===== src/hw/rtl/ysv_pkg.sv =====
// Shared types, constants and constant functions for the yield-stress viscosity block.
// Depends on nothing; every other file of the block imports it.
package ysv_pkg;

	localparam int VALUE_W             = 48;
	localparam int EXPO_N_W            = 16;
	localparam int EXPO_FRAC_BITS      = 12;
	localparam int RATE_FRAC_BITS      = 24;
	localparam int MANT_BITS           = 30;
	localparam int RATE_EXP_W          = 6;
	localparam int MAX_LOG_FRAC        = 24;
	localparam int POW_TABLE_ADDR_BITS_DEF = 8;
	localparam int QUEUE_DEPTH         = 4;
	localparam int QUEUE_PTR_W         = 2;
	localparam int QUEUE_CNT_W         = 3;
	localparam int CFG_INDEX_W         = 2;

	localparam logic [VALUE_W-1:0]  K_RESET   = '0;
	localparam logic [EXPO_N_W-1:0] N_RESET   = 16'd4096;
	localparam logic [VALUE_W-1:0]  TAU_RESET = '0;
	localparam logic [VALUE_W-1:0]  CAP_RESET = '1;

	typedef enum logic [CFG_INDEX_W-1:0] {
		REG_CONSISTENCY = 2'd0,
		REG_EXPONENT    = 2'd1,
		REG_YIELD       = 2'd2,
		REG_CAP         = 2'd3
	} cfg_reg_t;

	typedef struct packed {
		logic [VALUE_W-1:0]  k;
		logic [EXPO_N_W-1:0] n;
		logic [VALUE_W-1:0]  tau0;
		logic [VALUE_W-1:0]  cap;
	} cfg_t;

	typedef struct packed {
		logic                  zero;
		logic [RATE_EXP_W-1:0] expo;
		logic [MANT_BITS:0]    mant;
		logic [VALUE_W-1:0]    rate;
	} front_item_t;

	typedef struct packed {
		logic               zero;
		logic [VALUE_W-1:0] rate;
	} tag_t;

	typedef struct packed {
		logic               over;
		logic [VALUE_W-1:0] kp;
		tag_t               tag;
	} power_res_t;

	typedef struct packed {
		logic [VALUE_W-1:0] viscosity;
		logic               capped;
	} result_t;

	// Floor square root, only ever evaluated on constants.
	function automatic logic [31:0] isqrt(input logic [63:0] v);
		logic [31:0] res;
		logic [31:0] t;
		res = '0;
		for (int b = 31; b >= 0; b--) begin
			t = res | (32'(1) << b);
			if (64'(t) * 64'(t) <= v) res = t;
		end
		return res;
	endfunction

	// Factors 2^(2^-(i+1)) in Q1.30, each the root of the one before.
	function automatic logic [MAX_LOG_FRAC-1:0][MANT_BITS:0] exp_table();
		logic [MAX_LOG_FRAC-1:0][MANT_BITS:0] tbl;
		logic [31:0] c;
		c = isqrt(64'(1) << 61);
		for (int i = 0; i < MAX_LOG_FRAC; i++) begin
			tbl[i] = c[MANT_BITS:0];
			c = isqrt(64'(c) << MANT_BITS);
		end
		return tbl;
	endfunction

endpackage


===== src/hw/rtl/ysv_if.sv =====
// Valid/ready channel interfaces for strain-rate input and viscosity result.
// Depends on ysv_pkg for the field widths.
interface ysv_rate_if;
	import ysv_pkg::*;
	logic               valid;
	logic               ready;
	logic [VALUE_W-1:0] strain_rate;
	modport source(output valid, output strain_rate, input ready);
	modport sink(input valid, input strain_rate, output ready);
endinterface



===== src/hw/rtl/ysv_front.sv =====
// Front end: takes strain-rate transfers and classifies them (zero rate, exponent, mantissa).
// Depends on ysv_pkg and ysv_rate_if.
module ysv_front (
	ysv_rate_if.sink            rate,
	input  logic                queue_full,
	output logic                push,
	output ysv_pkg::front_item_t item
);
	import ysv_pkg::*;

	logic [RATE_EXP_W-1:0]        msb;
	logic [VALUE_W+MANT_BITS-1:0] aligned;

	assign rate.ready = !queue_full;
	assign push       = rate.valid && !queue_full;

	always_comb begin
		msb = '0;
		for (int i = 0; i < VALUE_W; i++) begin
			if (rate.strain_rate[i]) msb = RATE_EXP_W'(i);
		end
	end

	// Leading one lands on bit 30, giving a Q1.30 mantissa.
	assign aligned   = {rate.strain_rate, {MANT_BITS{1'b0}}} >> msb;
	assign item.zero = (rate.strain_rate == '0);
	assign item.expo = msb;
	assign item.mant = aligned[MANT_BITS:0];
	assign item.rate = rate.strain_rate;

endmodule


===== src/flat_wrapper.sv =====
// flat-port wrapper written by rule: the top's interface ports become plain ports
module ysv_front_flat import ysv_pkg::*;
  (queue_full, push, item, rate_valid, rate_strain_rate, rate_ready);
  ysv_rate_if rate_i ();
  input  logic queue_full;
  output logic push;
  output ysv_pkg::front_item_t item;
  input wire logic [$bits(rate_i.valid)-1:0] rate_valid;
  input wire logic [$bits(rate_i.strain_rate)-1:0] rate_strain_rate;
  output wire logic [$bits(rate_i.ready)-1:0] rate_ready;
  assign rate_i.valid = rate_valid;
  assign rate_i.strain_rate = rate_strain_rate;
  assign rate_ready = rate_i.ready;
  ysv_front u_core (.rate(rate_i), .queue_full(queue_full), .push(push), .item(item));
endmodule

===== config.mk =====
export PLATFORM = sky130hd
export DESIGN_NAME = ysv_front_flat
export DESIGN_NICKNAME = d
export VERILOG_FILES = /design/src/hw/rtl/ysv_pkg.sv /design/src/hw/rtl/ysv_if.sv /design/src/hw/rtl/ysv_front.sv /design/src/flat_wrapper.sv
export SDC_FILE = /design/constraint.sdc
export NUM_CORES = 1
export LEC_CHECK = 0
export BUFFER_PORTS_ARGS = -buffer_cell sky130_fd_sc_hd__buf_4
export CORE_MARGIN = 5
export CORE_UTILIZATION = 40
export DETAILED_ROUTE_END_ITERATION = 12
export PLACE_DENSITY = 0.77
export SETUP_SLACK_MARGIN = 0.5
export SLEW_MARGIN = 20
export SYNTH_ARGS = -nofsm -noshare
export SYNTH_HDL_FRONTEND = slang
export SYNTH_SLANG_ARGS = --single-unit

===== constraint.sdc =====
create_clock -name vclk -period 3.05
set_input_delay 0.305 -clock vclk [all_inputs]
set_output_delay 0.305 -clock vclk [all_outputs]
set_load 0.03 [all_outputs]

## After elaboration in Yosys (flattened, before gate mapping)

Cells that the tools add are included.

| storage, ports and cells | value |
|---|---|
| input port bits | 50 |
| word-level logic and storage cells | 51 |
| flip-flop bits (word level) | 0 |
| output and inout bits | 88 |

| operators by class | value |
|---|---|
| muxes and demuxes | 47 |
| shift-type cells | 1 |
| reduce and logical (&&, ||, !) cells | 3 |

Operator list:

| operator | number |
|---|---|
| 2-to-1 mux 6 bit | 16 |
| 2-to-1 mux 5 bit | 16 |
| right shift 78 x 6 -> 31 bit | 1 |
| zero test 48 bit | 1 |
| 2-to-1 mux 4 bit | 8 |
| 2-to-1 mux 3 bit | 4 |
| 2-to-1 mux 2 bit | 2 |
| logical AND 1 bit | 1 |
| zero test 1 bit | 1 |
| 2-to-1 mux 1 bit | 1 |

## Logic depth before layout (Yosys ltp)

Gate-level depths: netlist (run 1).

| depth | value |
|---|---|
| depth after elaboration | 48 |
| mapped depth | 13 |
| mapped depth without buffers | 11 |

## Least setup slack after synthesis (run 1)

No wires, ideal clock.

| path | value |
|---|---|
| kind | input-to-output |
| start | input port rate_strain_rate[12] |
| end | output port item[63] (netlist name) |
| path buffers | 3 |
| arrival | 3.018 ns |
| cell stages on the path | 11 |
| data required time | 2.745 ns |
| slack | -0.273 ns |
| cell sequence | or3_1 -> a221o_1 -> a21oi_1 -> o2111a_1 -> nor2b_1 -> buf_2 -> inv_2 -> buf_2 -> buf_2 -> mux2i_1 -> a221oi_1 |

RTL lines:

| what | line | source |
|---|---|---|
| from (decl) | flat_wrapper.sv:9 | `input wire logic [$bits(rate_i.strain_rate)-1:0] rate_strain_rate;` |
| to (decl) | flat_wrapper.sv:7 | `output ysv_pkg::front_item_t item;` |

==> results of run 1 <==
[final timing paths]
kind / from / endpoint / cells past startpoint
worst max-delay path: rate_strain_rate[40] / item[66] / 15
worst min-delay path: rate_strain_rate[9] / item[9] / 2
[power by group through the flow]
stage               Sequential, W  Combinational, W  Clock (W)
floorplan                       0          0.000764          0
global placement                0           0.00131          0
detailed placement              0           0.00132          0
CTS                             0           0.00152          0
global route                    0           0.00178          0
finish                          0           0.00174          0
[synth_stat cells, drive strengths merged, types with 3 or more instances]
cell type	instances
a211oi	7
a21boi	4
a21o	6
a21oi	40
a221o	4
a221oi	3
a22oi	4
a31o	3
a31oi	9
a32oi	5
and2	6
and3	4
buf	67
clkbuf	16
inv	12
mux2	25
mux2i	70
mux4	4
nand2	53
nand2b	3
nand3	19
nand4	3
nor2	44
nor2b	5
nor3	14
nor4	8
o211ai	11
o21ai	24
o21bai	4
o221ai	6
o22ai	9
o311ai	4
o31ai	6
o32ai	3
or2	3
or3	4
or4	3
[logic make-up after synthesis]
group | synth area share [%]
buffers and inverters | 16.6
and+or+nand+nor | 21.6
muxes | 28.5
AOI/OAI and AO/OA | 33.2
[final cells by class]
| class | count | share of cell area [%] |
|---|---|---|
| repair buffers | 400 | 42.7 |
| inverters | 14 | 0.813 |
| multi-input cells | 448 | 54.5 |
| well taps | 129 | 1.98 |
[per-layer routing]
| metal | up-vias | global-route usage, % | share of wire (%) | routed length, um |
|---|---|---|---|---|
| li1 | 2705 | - | - | - |
| met1 | 3096 | 50.3 | 35 | 9430 |
| met2 | 651 | 65.9 | 45 | 11900 |
| met3 | 224 | 4.94 | 11 | 2980 |
| met4 | 0 | 13.0 | 9.0 | 2410 |
| met5 | - | 0 | 0 | 0 |
[what timing repair did]
item,in CTS,in global routing
resized for setup,162,98
endpoints found under the setup margin,36,36
pin swaps,26,40
buffers inserted,23,21
cloned,4,2
[through the flow]
step	util, %	worst slack (ns)
2_1_floorplan	-	0.0297
3_3_place_gp	69.0	-0.542
3_5_place_dp	69.0	-0.545
4_1_cts	80.2	-0.379
5_1_grt	88.2	-0.597
6_report	88.2	-0.600
==> metrics.yaml, run 1 <==
status:
  status: "finished, violations left"
  failed_checks: "negative setup slack"
global_route:
  grtUsageTotal_pct: 38.7
  overall_overflow_remaining_after_global_route: 0
  grt_pass1_wl_um: 34900
  antenna_found_initial: 0
  grt_max_degree: 25
  first_global_vias: 6146
sta:
  final.min_clock_period_ns: 3.65
  rsz0062_at_grt: "yes"
  peak_freq_mhz: 274
  worstMarginPinSlew_ns: 0.653
  hold-worst-slack_ns: 0.854
  maxSlewViolCount: 0
  setup_slack_ns: -0.600
  count_of_endpoints_failing_setup_in_the_final_report: 32
  fraction_of_the_cycle_the_final_worst_path_needs_pct: 120
  worst_slew_margin_rel_pct: 55.9
  report.final.hold_viol_count: 0
  fin_tns_setup_ns: -15.19
cells_and_area:
  num-nets-final: 914
  most-common-layout-cells: "buf_4 (327), buf_6 (50), nand2_1 (45)"
  layout-drive-gt1-share_pct: 69.5
  num_antenna_cells: 0
  multi_input_comb_area_um2: 4440
  fin_cells: 991
  flops_and_latches: 0
  num-clock-buffers: 0
  fin_area_um2: 8150
  fillers: 436
  mostFrequentLayoutCell: "buf_4"
  syn_to_final_growth_pct: 116
  area.sequential_um2: 0
floorplan:
  num_rows: 35
  chipWidth_um: 107
  core_region_area_um2: 9240
  floorplan.initialDensity_pct: 40.9
  die_y_um: 107
  die_area_um2: 11500
  boundary_pin_count: 138
logic_synthesis:
  yosys_warnings: 0
  synth_cell_type_count: 72
  synth.area.top_cells: "mux2i_1 (18%), buf_4 (10%), mux2_2 (7.5%), nand2_1 (5.3%), a21oi_1 (5.2%)"
  synth_seq_area_share_pct: 0
  synth.net_count: 595
  synth_top_area_share_pct: 18.3
  synth_area_per_cell_um2: 6.93
  syn-cell-area_um2: 3780
  netlist_instances: 545
  yosysTopAreaCell: "mux2i_1"
power:
  p_seq_share_pct: 0
  combinationalPowerShare_pct: 100.0
  power_switching_w: 0.000937
  p_int_w: 0.000805
  power.density_nw_per_um2: 214
  power_w: 0.00174
  sw_frac_of_total_pct: 53.8
  power.clock.fraction_pct: 0
  total_leakage_power_nw: 3.56
  worst_ir_drop_vdd_v: 0.000137
critical_path:
  critPathTopFamily: "compound AO/OA/AOI/OAI gates"
  crit_path_max_fanout: 8
  critical_path_s_most_frequent_cell: "buf_4"
  cp.arrival_ns: 3.35
  slowest_delay_ns: 0.48
  worst_setup_path_end_kind: "output port"
  required_ns: 2.74
  critPathLaunchType: "primary input"
  slowest_stage: "o21ai_0"
  timing.setup.critical_path_class: "primary input to output port"
  crit_buf_inv: 6
  crit_path_cell_trace: "buf_4 > buf_4 > nor2_1 > o31ai_1 > a31o_2 > buf_4 > buf_4 > o21ai_0 > and2_1 > mux2_4 > buf_4 > o21ai_0 > o21ai_0 > o211ai_1 > buf_4"
placement:
  placed_cells: 941
  place.gp.congestion: 1.05
  buffer_ports.inserted: 138
  placement.cell_area_um2: 6380
  place_hpwl_um: 17400
detailed_routing:
  route.vias.total: 6676
  drt.antenna.violating_nets: 0
  route.detailed.drc: 0
  wl_per_cell_um: 27.0
  routed_via_density: 6.74
  first_iter_violations: 1004
  detailedRoute.firstPassIterationCount: 6
  detail_route.wirelength_um: 26700
flow_run:
  drv.max_cap_violation_count: 0
cts:
  cts_hold_buffers: 0
hold_path:
  timing.hold.worst.class: "primary input to output port"
Power figures use the tool's default switching activity.
==> inputs of run 2 (changes only) <==
Settings changed: CORE_UTILIZATION 40 to 48, PLACE_DENSITY 0.77 to 0.89.
==> run 2 against run 1 <==
Compared with the run above: the flow now stops in 5_1_grt; synthesized cell count stayed put; synthesized area is the same.
==> metrics.yaml, run 2 <==
global_route:
  grt_pass1_wl_um: 54500
  grtUsageTotal_pct: 72.5
  first_global_vias: 8565
  grt_max_degree: 21
  overall_overflow_remaining_after_global_route: 4
logic_synthesis:
  post_synth_most_frequent_cells: "mux2i_1 (69), nand2_1 (53), buf_4 (52), nor2_1 (43), a21oi_1 (39)"
  yosysTopAreaCell: "mux2i_1"
  netlist_instances: 545  # unchanged
  yosys_warnings: 0  # unchanged
  syn-cell-area_um2: 3780  # unchanged
  synth_seq_area_share_pct: 0  # unchanged
  most_frequent_cell_after_synthesis: "mux2i_1"
  synth_cell_type_count: 72  # unchanged
  synth_top_area_share_pct: 18.3  # unchanged
  synth.net_count: 595  # unchanged
  synth.area.top_cells: "mux2i_1 (18%), buf_4 (10%), mux2_2 (7.5%), nand2_1 (5.3%), a21oi_1 (5.2%)"
  synth_area_per_cell_um2: 6.93  # unchanged
placement:
  placed_cells: 898  # -4.6%
  place.gp.congestion: 1.24  # +19%
  buffer_ports.inserted: 138  # unchanged
  placement.cell_area_um2: 6260  # -1.8%
  place_hpwl_um: 17200  # -1.6%
status:
  stop_stage: "5_1_grt"
  run.stop_error: "[ERROR GRT-0116] Global routing finished with congestion. Check the congestion regions in the DRC Viewer."
  status: "did not finish"
floorplan:
  num_rows: 32  # -8.6%
  floorplan.initialDensity_pct: 49.1  # +8.3 points
  boundary_pin_count: 138  # unchanged
  chipWidth_um: 98.7  # -7.9%
  die_y_um: 98.7  # -7.9%
cts:
  cts_hold_buffers: 0  # unchanged
[run 2: cell counts after synthesis]
No cell type changed its count.
[run 2: kinds of logic after synthesis]
group	count (synthesis)	synth area share, %
AOI/OAI and AO/OA	178	33.2
buffers and inverters	97	16.6
muxes	99	28.5
and+or+nand+nor	171	21.6
[run 2: what timing repair did]
| action | 4_1_cts |
|---|---|
| pin swaps | 23 |
| gates cloned | 4 |
| setup endpoints to repair | 34 |
| setup buffers | 31 |
| resized for setup | 172 |
[run 2: through the flow]
| stage | setup TNS (ns) | hold WS [ns] | setup WS [ns] | utilization [%] |
|---|---|---|---|---|
| 3_5_place_dp | -15.05 | 0.857 | -0.607 | 81.5 |
| 4_1_cts | -7.15 | 0.837 | -0.316 | 96.4 |
| 2_1_floorplan | 0 | 0.720 | 0.0297 | - |
| 3_3_place_gp | -8.71 | 0.855 | -0.359 | 81.5 |
[run 2: metal layers]
layer / GRT overflow / GRT usage, %
met1: 0 / 72.9
met2: 2 / 88.8
met3: 0 / 60.9
met4: 2 / 66.5
met5: 0 / 19.5
==> inputs of run 3 (changes only) <==
Settings changed: CORE_UTILIZATION 48 to 40, PLACE_DENSITY 0.89 to not set, PLACE_DENSITY_LB_ADDON set to 0.15, SETUP_SLACK_MARGIN 0.5 to not set.
Clock period 3.05 ns to 4 ns, I/O delays scaled along.
==> run 3 against run 2 <==
Compared with the run above: the run now ends clean.
==> metrics.yaml, run 3 (same netlist as run 1, synthesis figures left out) <==
status:
  status: "finished clean"
sta:
  peak_freq_mhz: 257
  worstMarginPinSlew_ns: 0.547
  report.final.hold_viol_count: 0
  count_of_endpoints_failing_setup_in_the_final_report: 0
  worst_slew_margin_rel_pct: 62.5
  fraction_of_the_cycle_the_final_worst_path_needs_pct: 97.3
  rsz0062_at_grt: "yes"
  final.min_clock_period_ns: 3.89
  maxSlewViolCount: 0
power:
  total_leakage_power_nw: 2.29
  power.density_nw_per_um2: 170
  p_int_w: 0.000336
  power_w: 0.000845
  p_seq_share_pct: 0
  power.clock.fraction_pct: 0
  sw_frac_of_total_pct: 60.3
  power_switching_w: 0.000510
  combinationalPowerShare_pct: 100.0
  worst_ir_drop_vdd_v: 0.0000858
detailed_routing:
  routed_via_density: 6.17
  detail_route.wirelength_um: 18500
  route.vias.total: 4906
  detailedRoute.firstPassIterationCount: 7
  first_iter_violations: 541
  wl_per_cell_um: 23.3
  drt.antenna.violating_nets: 0
  route.detailed.drc: 0
floorplan:
  die_y_um: 107  # +8.6%
  floorplan.initialDensity_pct: 40.9  # -8.3 points
  num_rows: 35  # +9.4%
  chipWidth_um: 107  # +8.6%
  core_region_area_um2: 9240
  die_area_um2: 11500
  boundary_pin_count: 138  # unchanged
cells_and_area:
  num_antenna_cells: 0
  most-common-layout-cells: "buf_4 (200), mux2i_1 (65), nand2_1 (53)"
  num-nets-final: 718
  syn_to_final_growth_pct: 31.9
  flops_and_latches: 0
  area.sequential_um2: 0
  fin_cells: 795
  layout-drive-gt1-share_pct: 38.3
  num-clock-buffers: 0
  mostFrequentLayoutCell: "buf_4"
global_route:
  grt_pass1_wl_um: 28000
  antenna_found_initial: 0
  grtUsageTotal_pct: 31.0
  overall_overflow_remaining_after_global_route: 0
  first_global_vias: 4741
  grt_max_degree: 27
hold_path:
  timing.hold.worst.class: "primary input to output port"
critical_path:
  critPathLaunchType: "primary input"
  slowest_delay_ns: 0.52
  critical_path_s_most_frequent_cell: "buf_4"
  crit_path_max_fanout: 8
  required_ns: 3.60
  slowest_stage: "mux4_2"
  crit_path_cell_trace: "buf_4 > or2_1 > a211oi_1 > o211a_1 > o211a_4 > nor2_8 > buf_4 > mux2i_1 > mux2_2 > mux4_2 > nor2_1 > a211o_1 > buf_4"
  critPathTopFamily: "multiplexers"
  timing.setup.critical_path_class: "primary input to output port"
  cp.arrival_ns: 3.49
  crit_buf_inv: 3
  worst_setup_path_end_kind: "output port"
placement:
  buffer_ports.inserted: 138  # unchanged
  place.gp.congestion: 1.01  # -19%
  place_hpwl_um: 15200  # -11%
  placed_cells: 792  # -12%
flow_run:
  drv.max_cap_violation_count: 0
==> run 3: layer usage <==
layer	routed length, um	global-route usage, %
met1	7580	39.6
met2	8590	51.6
met3	1650	6.80
met4	704	9.50
met5	0	0
==> run 3: timing repair <==
action                                  in CTS  in global routing
resized for setup                            1                  8
pin swaps                                    1                  0
hold buffers                                 0                  0
endpoints found under the setup margin       1                 18
buffers inserted                             3                  0
==> run 3: power by group through the flow <==
stage               Combinational [W]  Sequential [W]  Clock, W
CTS                          0.000831               0         0
detailed placement           0.000824               0         0
global route                 0.000894               0         0
global placement             0.000825               0         0
floorplan                    0.000512               0         0
finish                       0.000845               0         0
==> run 3: path summary, 6_finish.rpt <==
check	start	endpoint	slack [ns]	depth (start not counted)
setup / recovery	rate_strain_rate[26]	item[73]	0.11	13
hold / removal	rate_strain_rate[3]	item[3]	1.06	2
==> run 3: metrics by stage <==
step / utilization, % / instance area (um2) / TNS (ns) / hold WS [ns] / setup slack [ns]
floorplan: - / 3780 / 0 / 0.910 / 0.487
global placement: 53.3 / 4930 / -0.0632 / 1.06 / -0.0462
detailed placement: 53.3 / 4930 / -0.0143 / 1.06 / -0.0143
CTS: 53.6 / 4960 / 0 / 1.06 / 0.0709
global route: 53.9 / 4980 / -0.00280 / 1.07 / -0.00280
finish: 53.9 / 4980 / 0 / 1.06 / 0.107
==> run 3: area by class of cell <==
| cell class | count | area (um2) |
|---|---|---|
| fillers | 978 | 4260 |
| well taps | 129 | 161 |
| repair buffers | 204 | 1580 |
| multi-input cells | 448 | 3180 |
| inverters | 14 | 57.6 |
