File: config.mk
export PLATFORM = sky130hd
export DESIGN_NAME = ysv_queue
export DESIGN_NICKNAME = d
export VERILOG_FILES = /design/src/hw/rtl/ysv_pkg.sv /design/src/hw/rtl/ysv_queue.sv
export SDC_FILE = /design/constraint.sdc
export NUM_CORES = 1
export LEC_CHECK = 0
export BUFFER_PORTS_ARGS = -buffer_cell sky130_fd_sc_hd__clkbuf_2
export CORE_ASPECT_RATIO = 0.9
export CORE_UTILIZATION = 61
export DETAILED_ROUTE_END_ITERATION = 8
export PLACE_DENSITY_LB_ADDON = 0.1
export SLEW_MARGIN = 40
export SYNTH_ARGS = -nofsm -noshare
export SYNTH_HDL_FRONTEND = slang
export SYNTH_SLANG_ARGS = --single-unit
File: constraint.sdc
create_clock -name clk -period 5 [get_ports clk]
set_input_delay 1.25 -clock clk [delete_from_list [all_inputs] [get_ports clk]]
set_output_delay 1.25 -clock clk [all_outputs]
set_load 0.02 [all_outputs]
File: src/hw/rtl/ysv_pkg.sv
// Shared types, constants and constant functions for the yield-stress viscosity block.
// Depends on nothing; every other file of the block imports it.
package ysv_pkg;

	localparam int VALUE_W             = 48;
	localparam int EXPO_N_W            = 16;
	localparam int EXPO_FRAC_BITS      = 12;
	localparam int RATE_FRAC_BITS      = 24;
	localparam int MANT_BITS           = 30;
	localparam int RATE_EXP_W          = 6;
	localparam int MAX_LOG_FRAC        = 24;
	localparam int POW_TABLE_ADDR_BITS_DEF = 8;
	localparam int QUEUE_DEPTH         = 4;
	localparam int QUEUE_PTR_W         = 2;
	localparam int QUEUE_CNT_W         = 3;
	localparam int CFG_INDEX_W         = 2;

	localparam logic [VALUE_W-1:0]  K_RESET   = '0;
	localparam logic [EXPO_N_W-1:0] N_RESET   = 16'd4096;
	localparam logic [VALUE_W-1:0]  TAU_RESET = '0;
	localparam logic [VALUE_W-1:0]  CAP_RESET = '1;

	typedef enum logic [CFG_INDEX_W-1:0] {
		REG_CONSISTENCY = 2'd0,
		REG_EXPONENT    = 2'd1,
		REG_YIELD       = 2'd2,
		REG_CAP         = 2'd3
	} cfg_reg_t;

	typedef struct packed {
		logic [VALUE_W-1:0]  k;
		logic [EXPO_N_W-1:0] n;
		logic [VALUE_W-1:0]  tau0;
		logic [VALUE_W-1:0]  cap;
	} cfg_t;

	typedef struct packed {
		logic                  zero;
		logic [RATE_EXP_W-1:0] expo;
		logic [MANT_BITS:0]    mant;
		logic [VALUE_W-1:0]    rate;
	} front_item_t;

	typedef struct packed {
		logic               zero;
		logic [VALUE_W-1:0] rate;
	} tag_t;

	typedef struct packed {
		logic               over;
		logic [VALUE_W-1:0] kp;
		tag_t               tag;
	} power_res_t;

	typedef struct packed {
		logic [VALUE_W-1:0] viscosity;
		logic               capped;
	} result_t;

	// Floor square root, only ever evaluated on constants.
	function automatic logic [31:0] isqrt(input logic [63:0] v);
		logic [31:0] res;
		logic [31:0] t;
		res = '0;
		for (int b = 31; b >= 0; b--) begin
			t = res | (32'(1) << b);
			if (64'(t) * 64'(t) <= v) res = t;
		end
		return res;
	endfunction

	// Factors 2^(2^-(i+1)) in Q1.30, each the root of the one before.
	function automatic logic [MAX_LOG_FRAC-1:0][MANT_BITS:0] exp_table();
		logic [MAX_LOG_FRAC-1:0][MANT_BITS:0] tbl;
		logic [31:0] c;
		c = isqrt(64'(1) << 61);
		for (int i = 0; i < MAX_LOG_FRAC; i++) begin
			tbl[i] = c[MANT_BITS:0];
			c = isqrt(64'(c) << MANT_BITS);
		end
		return tbl;
	endfunction

endpackage

File: src/hw/rtl/ysv_queue.sv
// Short queue that decouples the front end from the arithmetic back end.
// Depends on ysv_pkg.
module ysv_queue (
	input  logic                 clk,
	input  logic                 arst_n,
	input  logic                 push,
	input  ysv_pkg::front_item_t wr_item,
	output logic                 full,
	input  logic                 pop,
	output logic                 rd_valid,
	output ysv_pkg::front_item_t rd_item
);
	import ysv_pkg::*;

	front_item_t              mem_q [QUEUE_DEPTH];
	logic [QUEUE_PTR_W-1:0]   wr_ptr_q;
	logic [QUEUE_PTR_W-1:0]   rd_ptr_q;
	logic [QUEUE_CNT_W-1:0]   count_q;
	logic                     do_pop;

	assign full     = (count_q == QUEUE_CNT_W'(QUEUE_DEPTH));
	assign rd_valid = (count_q != '0);
	assign rd_item  = mem_q[rd_ptr_q];
	assign do_pop   = pop && rd_valid;

	always_ff @(posedge clk) begin
		if (push) mem_q[wr_ptr_q] <= wr_item;
	end

	always_ff @(posedge clk or negedge arst_n) begin
		if (!arst_n) begin
			wr_ptr_q <= '0;
			rd_ptr_q <= '0;
			count_q  <= '0;
		end else begin
			if (push) wr_ptr_q <= wr_ptr_q + 1'b1;
			if (do_pop) rd_ptr_q <= rd_ptr_q + 1'b1;
			if (push && !do_pop) count_q <= count_q + 1'b1;
			else if (do_pop && !push) count_q <= count_q - 1'b1;
		end
	end

endmodule

== Yosys cells after proc, flatten, opt, wreduce, memory -nomap -nowiden ==
Memories as Yosys holds them, arrays and structs flattened.
Index checks and enable logic that the tools add are counted.
Word-level totals
  bits in writable memories: 344
  flip-flop bits (word level): 7
  input bits: 90
  memories kept: 1
  logic and storage cells: 20
Operators by class
  reductions and logical operators: 7
  multiplexer cells: 4
  add/subtract/negate cells: 4
  equal/unequal tests: 1
Memories
  mem_q: words 4, bits a word 86, read ports 1, clocked after Yosys merged registers in 0, wr ports 1, RTL line ysv_queue.sv:15  | front_item_t mem_q [QUEUE_DEPTH];
Operator list (number)
  $mux 3: 2
  $add 2x1->2 const B: 2
  $add 3x1->3 const B: 1
  $eq 3x3->1 const B: 1
  $logic_and 1x1->1: 3
  $reduce_bool 3->1: 1
  $sub 3x1->3 const B: 1
  $logic_not 1->1: 2
  $mux 1: 2
  $reduce_bool 2->1: 1

== Logic depth before layout (Yosys ltp) ==
Gate-level depths: netlist (run 1).
  word-level depth: 5
  mapped depth: 8
  mapped depth without buffers: 8

== Worst setup path after synthesis (run 1) ==
Ideal clock, no wire load.
  kind: in2reg
  start: input push
  end: memory mem_q[1][0] in the netlist's numbering, enable pin
  stages on the path: 1
  arrival time: 3.247 ns
  library setup time: 0.454 ns
  path slack: 1.299 ns
  buffers on the path: 0
  cells stage by stage: and2_1
On the way
  cells in the longest elaborated chain, start to end: 2
Ends and longest elaborated chain
  from (decl): RTL line ysv_queue.sv:6  | input logic push,
  $mux 1: RTL line ysv_queue.sv:27  | if (push) mem_q[wr_ptr_q] <= wr_item;
  $mux 1 (implied by the code): RTL line ysv_queue.sv:27
  to (decl): RTL line ysv_queue.sv:15
No other way between the ends.

==> results of run 1 <==
-- critical path, cell delays in order (launching register included) --
cell      delay (ns)
dfrtp_4         0.58
buf_12          0.23
buf_12          0.25
mux4_2          0.56
clkbuf_2        0.18
-- flip-flops by register name (all words and copies together), names as in the netlist --
name and flops:
rd_ptr_q 2, mem_q 344, count_q 3, wr_ptr_q 2
-- kinds of logic (layout without fill, tap and decap cells) --
| kind of cell | count (synthesis) | in the layout |
|---|---|---|
| buffers and inverters | 23 | 258 |
| XOR/XNOR | 6 | 6 |
| flip-flops | 351 | 351 |
| AND/OR/NAND/NOR | 10 | 10 |
| AO/OA/AOI/OAI | 1 | 1 |
| adder cells (fa/ha/maj) | 6 | 6 |
| multiplexers | 87 | 87 |
-- final timing paths --
kind	start	end	slack (ns)	depth (start not counted)
setup / recovery	rd_ptr_q[0]	rd_item[42]	1.45	4
max in group asynchronous	arst_n	rd_ptr_q[1]	4.24	1
setup reg to reg	count_q[0]	count_q[2]	2.72	8
hold reg to reg	count_q[2]	count_q[2]	0.50	1
min in group asynchronous	arst_n	rd_ptr_q[0]	0.58	1
hold / removal	count_q[2]	count_q[2]	0.50	1
-- cell type report --
type	instances	area, um2	share of cell area
sequential	351	10500	0.693
clock buffer	48	967	0.0637
clock inverter	13	81.3	0.00536
tap	280	350	0.0231
timing repair buffer	194	1100	0.0725
inverter	3	11.3	0.000742
multi-input combinational	110	2150	0.142
-- synthesized netlist by cell type (all sizes together) --
library cell / n
nand3: 1
clkbuf: 4
mux2: 1
nand2: 2
edfxtp: 344
or3: 1
nor2: 1
ha: 5
mux4: 86
xnor2: 3
xor2: 3
dfrtp: 7
inv: 3
buf: 16
fa: 1
nor3b: 1
and2: 4
o21ai: 1
-- power groups by stage --
stage | sequential [mW] | clock (mW) | combinational, mW
5_1_grt | 4.11 | 2.55 | 3.08
2_1_floorplan | 4.03 | 0 | 2.09
4_1_cts | 4.08 | 2.44 | 2.95
3_3_place_gp | 4.23 | 0 | 2.70
3_5_place_dp | 4.13 | 0 | 2.93
6_report | 4.07 | 2.39 | 2.89
-- metal layers --
metal	part of all wire	up-vias	GRT usage	wire (um)
met3	0.064	36	0.0539	1430
met5	0.0013	-	0	30
met2	0.51	188	0.363	11400
met1	0.40	2992	0.292	9000
li1	-	2513	-	-
met4	0.019	4	0.0719	421
==> results.toml, run 1 <==
[floorplanning]
fp-row-count = 49
chipHeight_um = 139
chipWidth_um = 155
core_area_mm2 = 0.0203
dieArea_mm2 = 0.0216
io_pins = 178
initial_core_util = 0.631

[global_routing]
grt_overflow_total = 0
antenna_found_initial = 2
grt_start_max_net_pins = 52
grt_pass1_vias = 6259
grtUsageTotal = 0.219
grt_pass1_wl_um = 34900

[cts]
cts_buffers = 36
htree_levels = 2
cts.sinks = 351
cts_tree = "built"
clk_pin_slew_ns = 0.06
cts_setup_buffers = 0
ctsHoldBuffers = 0
cts_resized = 0
cts-root-buf = "clkbuf_16"
clock_latency_ns = 0.50
clock_path_buffers = 3

[routing]
via_per_inst = 5.74
avgRoutedWirePerCell_um = 22.3
drt-total-wl_um = 22300
drt-initial-drc-count = 326
dr.pass1.iters = 4
drc = 0
vias = 5733
ant_nets = 0

[worst_hold_path]
hold_class = "reg -> reg"

[critical_path]
cp.arrival_ns = 2.30
worst_setup_path_end_kind = "output pin"
path_max_fanout = 25
cp_data_required_time_ns = 3.75
start_kind = "register"
critical_path_class = "reg -> out"

[sta]
clock_skew_ns = 0.00730
period_minus_slack_ns = 3.55
setup_violations = 0
min_period_over_period = 0.710
maxSlewHeadroom = 0.484
fmax_mhz = 282
slew_violations = 0
rsz0062_at_grt = "false"
whs_ns = 0.502
tightest_slew_ns = 0.774
layout_setup_ws_ns = 1.45
tns_ns = 0
hold_viol = 0

[finish]
final_area_mm2 = 0.0152
area_growth_pct = 18.5
fin_util = 0.748
layout.cells.non_filler = 999
layout-drive-gt1-share = 0.459
antenna_cells = 0
layout_commonest_cell = "edfxtp_1"
most-common-layout-cells = "edfxtp_1 (344), clkbuf_2 (177), mux4_2 (86)"
final_nets = 792
fillCellCount = 1139

[power]
seqPwrFrac = 0.435
p_sw_mw = 2.88
power_frac_comb = 0.309
power.density_mw_per_mm2 = 616
p_total_mw = 9.35
power.leakage_nw = 5.27
switching_share = 0.308
power.internal_mw = 6.47
p_clk_frac = 0.256
peakVddDrop_uv = 467

[synthesis]
synthTopCellsByArea = "edfxtp_1 (81%), mux4_2 (15%), dfrtp_1 (1.4%), ha_1 (0.49%), buf_2 (0.31%)"
syn_area_per_cell_um2 = 26.5
synth_top_family_by_area = "multiplexers"
yosys_warnings = 0
synth_mux_area_frac = 0.152
yosysSeqAreaShare = 0.821
ys_ff_latch = 351
yosys.area_share.simple = 0.00430
synth_xor_area_frac = 0.00410
netlist_instances = 484
synth_fa_ha_area_frac = 0.00645
yosysUniqueCellTypes = 22
synth_top_area_frac = 0.807
syn-num-nets = 580
synth_compound_area_frac = 0.000391
synth_largest_area_cell = "edfxtp_1"
synth.cell_area_mm2 = 0.0128

[place]
dp_hpwl_um = 13900
numPortBuffers = 177
place_inst = 938
placed_cell_area_mm2 = 0.0141
place_ws_ns = 1.93
gp_congestion = 0.711

[outcome]
status = "finished, final reports clean"

[job]
max_cap_violations = 0
No activity file was read; power rests on OpenSTA's default activity.
==> run 2, diff against run 1 <==
--- a/config.mk
+++ b/config.mk
@@ -7,7 +7,7 @@
 export LEC_CHECK = 0
 export BUFFER_PORTS_ARGS = -buffer_cell sky130_fd_sc_hd__clkbuf_2
 export CORE_ASPECT_RATIO = 0.9
-export CORE_UTILIZATION = 61
+export CORE_UTILIZATION = 51
 export DETAILED_ROUTE_END_ITERATION = 8
 export PLACE_DENSITY_LB_ADDON = 0.1
 export SLEW_MARGIN = 40
==> constraint.sdc (replaced) <==
create_clock -name clk -period 3.2 [get_ports clk]
set_input_delay 0.8 -clock clk [delete_from_list [all_inputs] [get_ports clk]]
set_output_delay 0.8 -clock clk [all_outputs]
set_load 0.02 [all_outputs]
==> results.toml, run 2 (synthesis results as in run 1) <==
[outcome]
status = "finished, final reports clean"

[global_routing]
antenna_found_initial = 2
grt_overflow_total = 0
grtUsageTotal = 0.190
grt_start_max_net_pins = 38
grt_pass1_vias = 6251
grt_pass1_wl_um = 36400

[place]
numPortBuffers = 177
dp_hpwl_um = 14400
gp_congestion = 0.711
placed_cell_area_mm2 = 0.0142
place_inst = 996

[cts]
clk_pin_slew_ns = 0.06
cts.sinks = 351
cts_buffers = 36
cts_setup_buffers = 0
clock_latency_ns = 0.50
cts_tree = "built"
clock_path_buffers = 3
ctsHoldBuffers = 0
cts_resized = 0
htree_levels = 2
cts-root-buf = "clkbuf_16"

[sta]
tns_ns = 0
min_period_over_period = 0.948
maxSlewHeadroom = 0.631
rsz0062_at_grt = "false"
fmax_mhz = 330
period_minus_slack_ns = 3.03
setup_violations = 0
tightest_slew_ns = 0.553
clock_skew_ns = 0.00536
hold_viol = 0
slew_violations = 0

[routing]
dr.pass1.iters = 4
drt-total-wl_um = 23500
vias = 5724
drc = 0
avgRoutedWirePerCell_um = 22.2
ant_nets = 0
via_per_inst = 5.41
drt-initial-drc-count = 421

[finish]
most-common-layout-cells = "edfxtp_1 (344), clkbuf_2 (177), mux4_2 (86)"
largest_register_ffs = 344
final_area_mm2 = 0.0154
layout.cells.non_filler = 1059
fillCellCount = 1713
multi_input_area_mm2 = 0.00215
reg.largest.list = "mem_q: 344 flops, count_q: 3 flops"
final-seq-area_mm2 = 0.0105
final_nets = 794
layout-drive-gt1-share = 0.466
area_growth_pct = 20.1
layout_commonest_cell = "edfxtp_1"
top_register = "mem_q"

[power]
peakVddDrop_uv = 575
power.density_mw_per_mm2 = 972
power.leakage_nw = 5.32
p_total_mw = 14.9

[critical_path]
critical_path_class = "reg -> out"
path_max_fanout = 25
worst_setup_path_end_kind = "output pin"
cp_data_required_time_ns = 2.40
cp.arrival_ns = 2.23
start_kind = "register"

[floorplanning]
initial_core_util = 0.523
core_area_mm2 = 0.0245
chipHeight_um = 152
dieArea_mm2 = 0.0257
chipWidth_um = 169
io_pins = 178
fp-row-count = 54

[job]
max_cap_violations = 0

[worst_hold_path]
hold_class = "in -> async"
run 2: cell count changes in the layout (fill, tap and decap cells not counted), sizes merged:
cell	previous run	this run
clkinvlp	0	1
clkbuf	225	219
buf	17	19
bufinv	1	4
clkinv	12	14
diode	0	2
run 2: worst paths after layout:
check,from,cells past startpoint,end,slack [ns]
max in group asynchronous,arst_n,1,rd_ptr_q[0],2.86
min in group clk,wr_item[36],1,mem_q[0][36],0.52
setup / recovery,rd_ptr_q[0],3,rd_item[15],0.17
setup reg to reg,count_q[0],8,count_q[2],0.94
hold reg to reg,count_q[2],1,count_q[2],0.52
hold / removal,arst_n,1,rd_ptr_q[1],0.14
run 2: power breakdown:
| part | switching [mW] | total (mW) | leakage [nW] | internal [mW] |
|---|---|---|---|---|
| clock network | 1.60 | 4.02 | 0.552 | 2.42 |
| logic | 2.63 | 4.55 | 1.53 | 1.92 |
| registers | 0.363 | 6.38 | 3.24 | 6.01 |
| total | 4.59 | 14.9 | 5.32 | 10.4 |
run 2: area by class of cell:
type,count,share of cell area
flip-flops and latches,351,0.684
multi-input cells,110,0.140
repair buffers,196,0.0742
inverters,3,0.000732
diodes,2,0.000326
well taps,336,0.0273
clock buffers,42,0.0614
clock inverters,19,0.0121
run 2: metrics by stage:
step	utilization	hold slack [ns]	setup slack (ns)
after global routing	0.628	0.126	0.0377
after global placement	0.582	0.464	0.649
after floorplan	-	0.447	0.882
final	0.629	0.141	0.166
after detailed placement	0.582	0.473	0.638
after CTS	0.628	0.126	0.0975
run 2: metal layers:
| metal | up-vias | track usage | wire, um |
|---|---|---|---|
| met3 | 39 | 0.0486 | 1580 |
| met4 | 0 | 0.0536 | 422 |
| li1 | 2516 | - | - |
| met1 | 3004 | 0.261 | 9890 |
| met2 | 165 | 0.307 | 11600 |
| met5 | - | 0 | 0 |
run 2: worst max-delay path, cell delays in order, from the launching register on:
cell and delay (ns):
dfrtp_4 0.69, buf_12 0.30, mux4_2 0.55, clkbuf_2 0.18
==> run 3, diff against run 2 <==
--- a/config.mk
+++ b/config.mk
@@ -7,7 +7,7 @@
 export LEC_CHECK = 0
 export BUFFER_PORTS_ARGS = -buffer_cell sky130_fd_sc_hd__clkbuf_2
 export CORE_ASPECT_RATIO = 0.9
-export CORE_UTILIZATION = 51
+export CORE_UTILIZATION = 57
 export DETAILED_ROUTE_END_ITERATION = 8
 export PLACE_DENSITY_LB_ADDON = 0.1
 export SLEW_MARGIN = 40
==> constraint.sdc (replaced) <==
create_clock -name clk -period 3.1 [get_ports clk]
set_input_delay 0.775 -clock clk [delete_from_list [all_inputs] [get_ports clk]]
set_output_delay 0.775 -clock clk [all_outputs]
set_load 0.02 [all_outputs]
==> results.toml, run 3 (synthesis results as in run 1) <==
[outcome]
status = "finished, final reports clean"

[sta]
hold_viol = 0
tightest_slew_ns = 0.522
tns_ns = 0
rsz0062_at_grt = "false"
layout_setup_ws_ns = 0.174
period_minus_slack_ns = 2.93
fmax_mhz = 342
maxSlewHeadroom = 0.652
whs_ns = 0.112
clock_skew_ns = 0.00936
setup_violations = 0
min_period_over_period = 0.944
slew_violations = 0

[power]
switching_share = 0.305
power_frac_comb = 0.306
power.internal_mw = 10.5
p_clk_frac = 0.264
p_total_mw = 15.1
p_sw_mw = 4.62
peakVddDrop_uv = 717
power.density_mw_per_mm2 = 995
seqPwrFrac = 0.429
power.leakage_nw = 5.28

[finish]
final_nets = 792
largest_register_ffs = 344
layout_commonest_cell = "edfxtp_1"
layout-drive-gt1-share = 0.464
area_growth_pct = 18.9
reg.largest.list = "mem_q: 344 flops, count_q: 3 flops"
most-common-layout-cells = "edfxtp_1 (344), clkbuf_2 (177), mux4_2 (86)"
fin_util = 0.698
top_register = "mem_q"

[global_routing]
grt_overflow_total = 0
grt_pass1_wl_um = 34000
grt_pass1_vias = 5892
grt_start_max_net_pins = 57
grtUsageTotal = 0.202
antenna_found_initial = 2

[cts]
cts.sinks = 351
htree_levels = 2
cts_resized = 0
cts_setup_buffers = 0
cts-root-buf = "clkbuf_16"
clk_pin_slew_ns = 0.06
clock_latency_ns = 0.50
ctsHoldBuffers = 0
clock_path_buffers = 3
cts_tree = "built"
cts_buffers = 35

[critical_path]
worstRegToRegCells = 8
worst_setup_path_end_kind = "output pin"
path_max_fanout = 25
cp.arrival_ns = 2.15
reg2reg_from = "count_q[0]"
rrSetupSlack_ns = 0.90
reg2reg_to = "count_q[2]"
cp_data_required_time_ns = 2.32
critical_path_class = "reg -> out"
start_kind = "register"

[routing]
via_per_inst = 5.65
met2_wirelength_um = 11100
wl_met1_um = 9200
met3WireLength_um = 1620
dr.pass1.iters = 4
drc = 0
drt-total-wl_um = 22400
top_layer_used = "met5"
drt-initial-drc-count = 387
avgRoutedWirePerCell_um = 22.1
vias = 5722
ant_nets = 0

[place]
numPortBuffers = 177
place_ws_ns = 0.652
gp_congestion = 0.708
dp_hpwl_um = 13800

[floorplanning]
initial_core_util = 0.587
chipHeight_um = 144
dieArea_mm2 = 0.0231
fp-row-count = 51
chipWidth_um = 160
core_area_mm2 = 0.0218
io_pins = 178

[worst_hold_path]
hold_class = "in -> async"

[job]
max_cap_violations = 0
## run 3: cell types whose count changed in the layout (fill, tap and decap cells not counted), sizes merged
cell,delta
clkbuf,+7
clkinv,-4
bufinv,-2
buf,-1
clkinvlp,-1
diode,-1
## run 3: layer usage
metal  vias up  GRT usage
met2       182      0.323
met1      2991      0.279
li1       2511          -
met3        36     0.0488
met5         -          0
met4         2     0.0637
## run 3: how the worst max path moves through the flow
| stage | start | slack [ns] | to |
|---|---|---|---|
| after floorplan | push | 0.81 | mem_q[0][0] |
| after global placement | rd_ptr_q[0] | 0.65 | rd_item[23] |
| after detailed placement | rd_ptr_q[0] | 0.65 | rd_item[23] |
| after CTS | rd_ptr_q[0] | 0.11 | rd_item[23] |
| after global routing | rd_ptr_q[0] | 0.02 | rd_item[23] |
| final | rd_ptr_q[0] | 0.17 | rd_item[23] |
## run 3: critical path, stage by stage (launching register included)
cell and delay [ns]:
dfrtp_4 0.43, buf_4 0.46, mux4_2 0.58, clkbuf_2 0.17
## run 3: area by class of cell
type	instances	area, um2
Sequential cell	351	10500
Fill cell	1378	6600
Multi-Input combinational cell	110	2150
Timing Repair Buffer	195	1080
Clock buffer	49	991
Tap cell	291	364
Clock inverter	12	104
Inverter	3	11.3
Antenna cell	1	2.50
## run 3: power by group through the flow
stage / registers (mW) / logic [mW] / clock network [mW]
after floorplan: 6.45 / 3.38 / 0
after global placement: 6.55 / 4.72 / 0
after detailed placement: 6.61 / 4.75 / 0
after CTS: 6.52 / 4.76 / 4.10
after global routing: 6.58 / 4.97 / 4.31
final: 6.50 / 4.64 / 4.00
## run 3: through the flow
| step | std cells | area, um2 |
|---|---|---|
| final | 1012 | 15200 |
| after global routing | 1011 | 15200 |
| after CTS | 1011 | 15200 |
| after detailed placement | 950 | 14100 |
| after global placement | 950 | 14100 |
| after floorplan | 484 | 12800 |
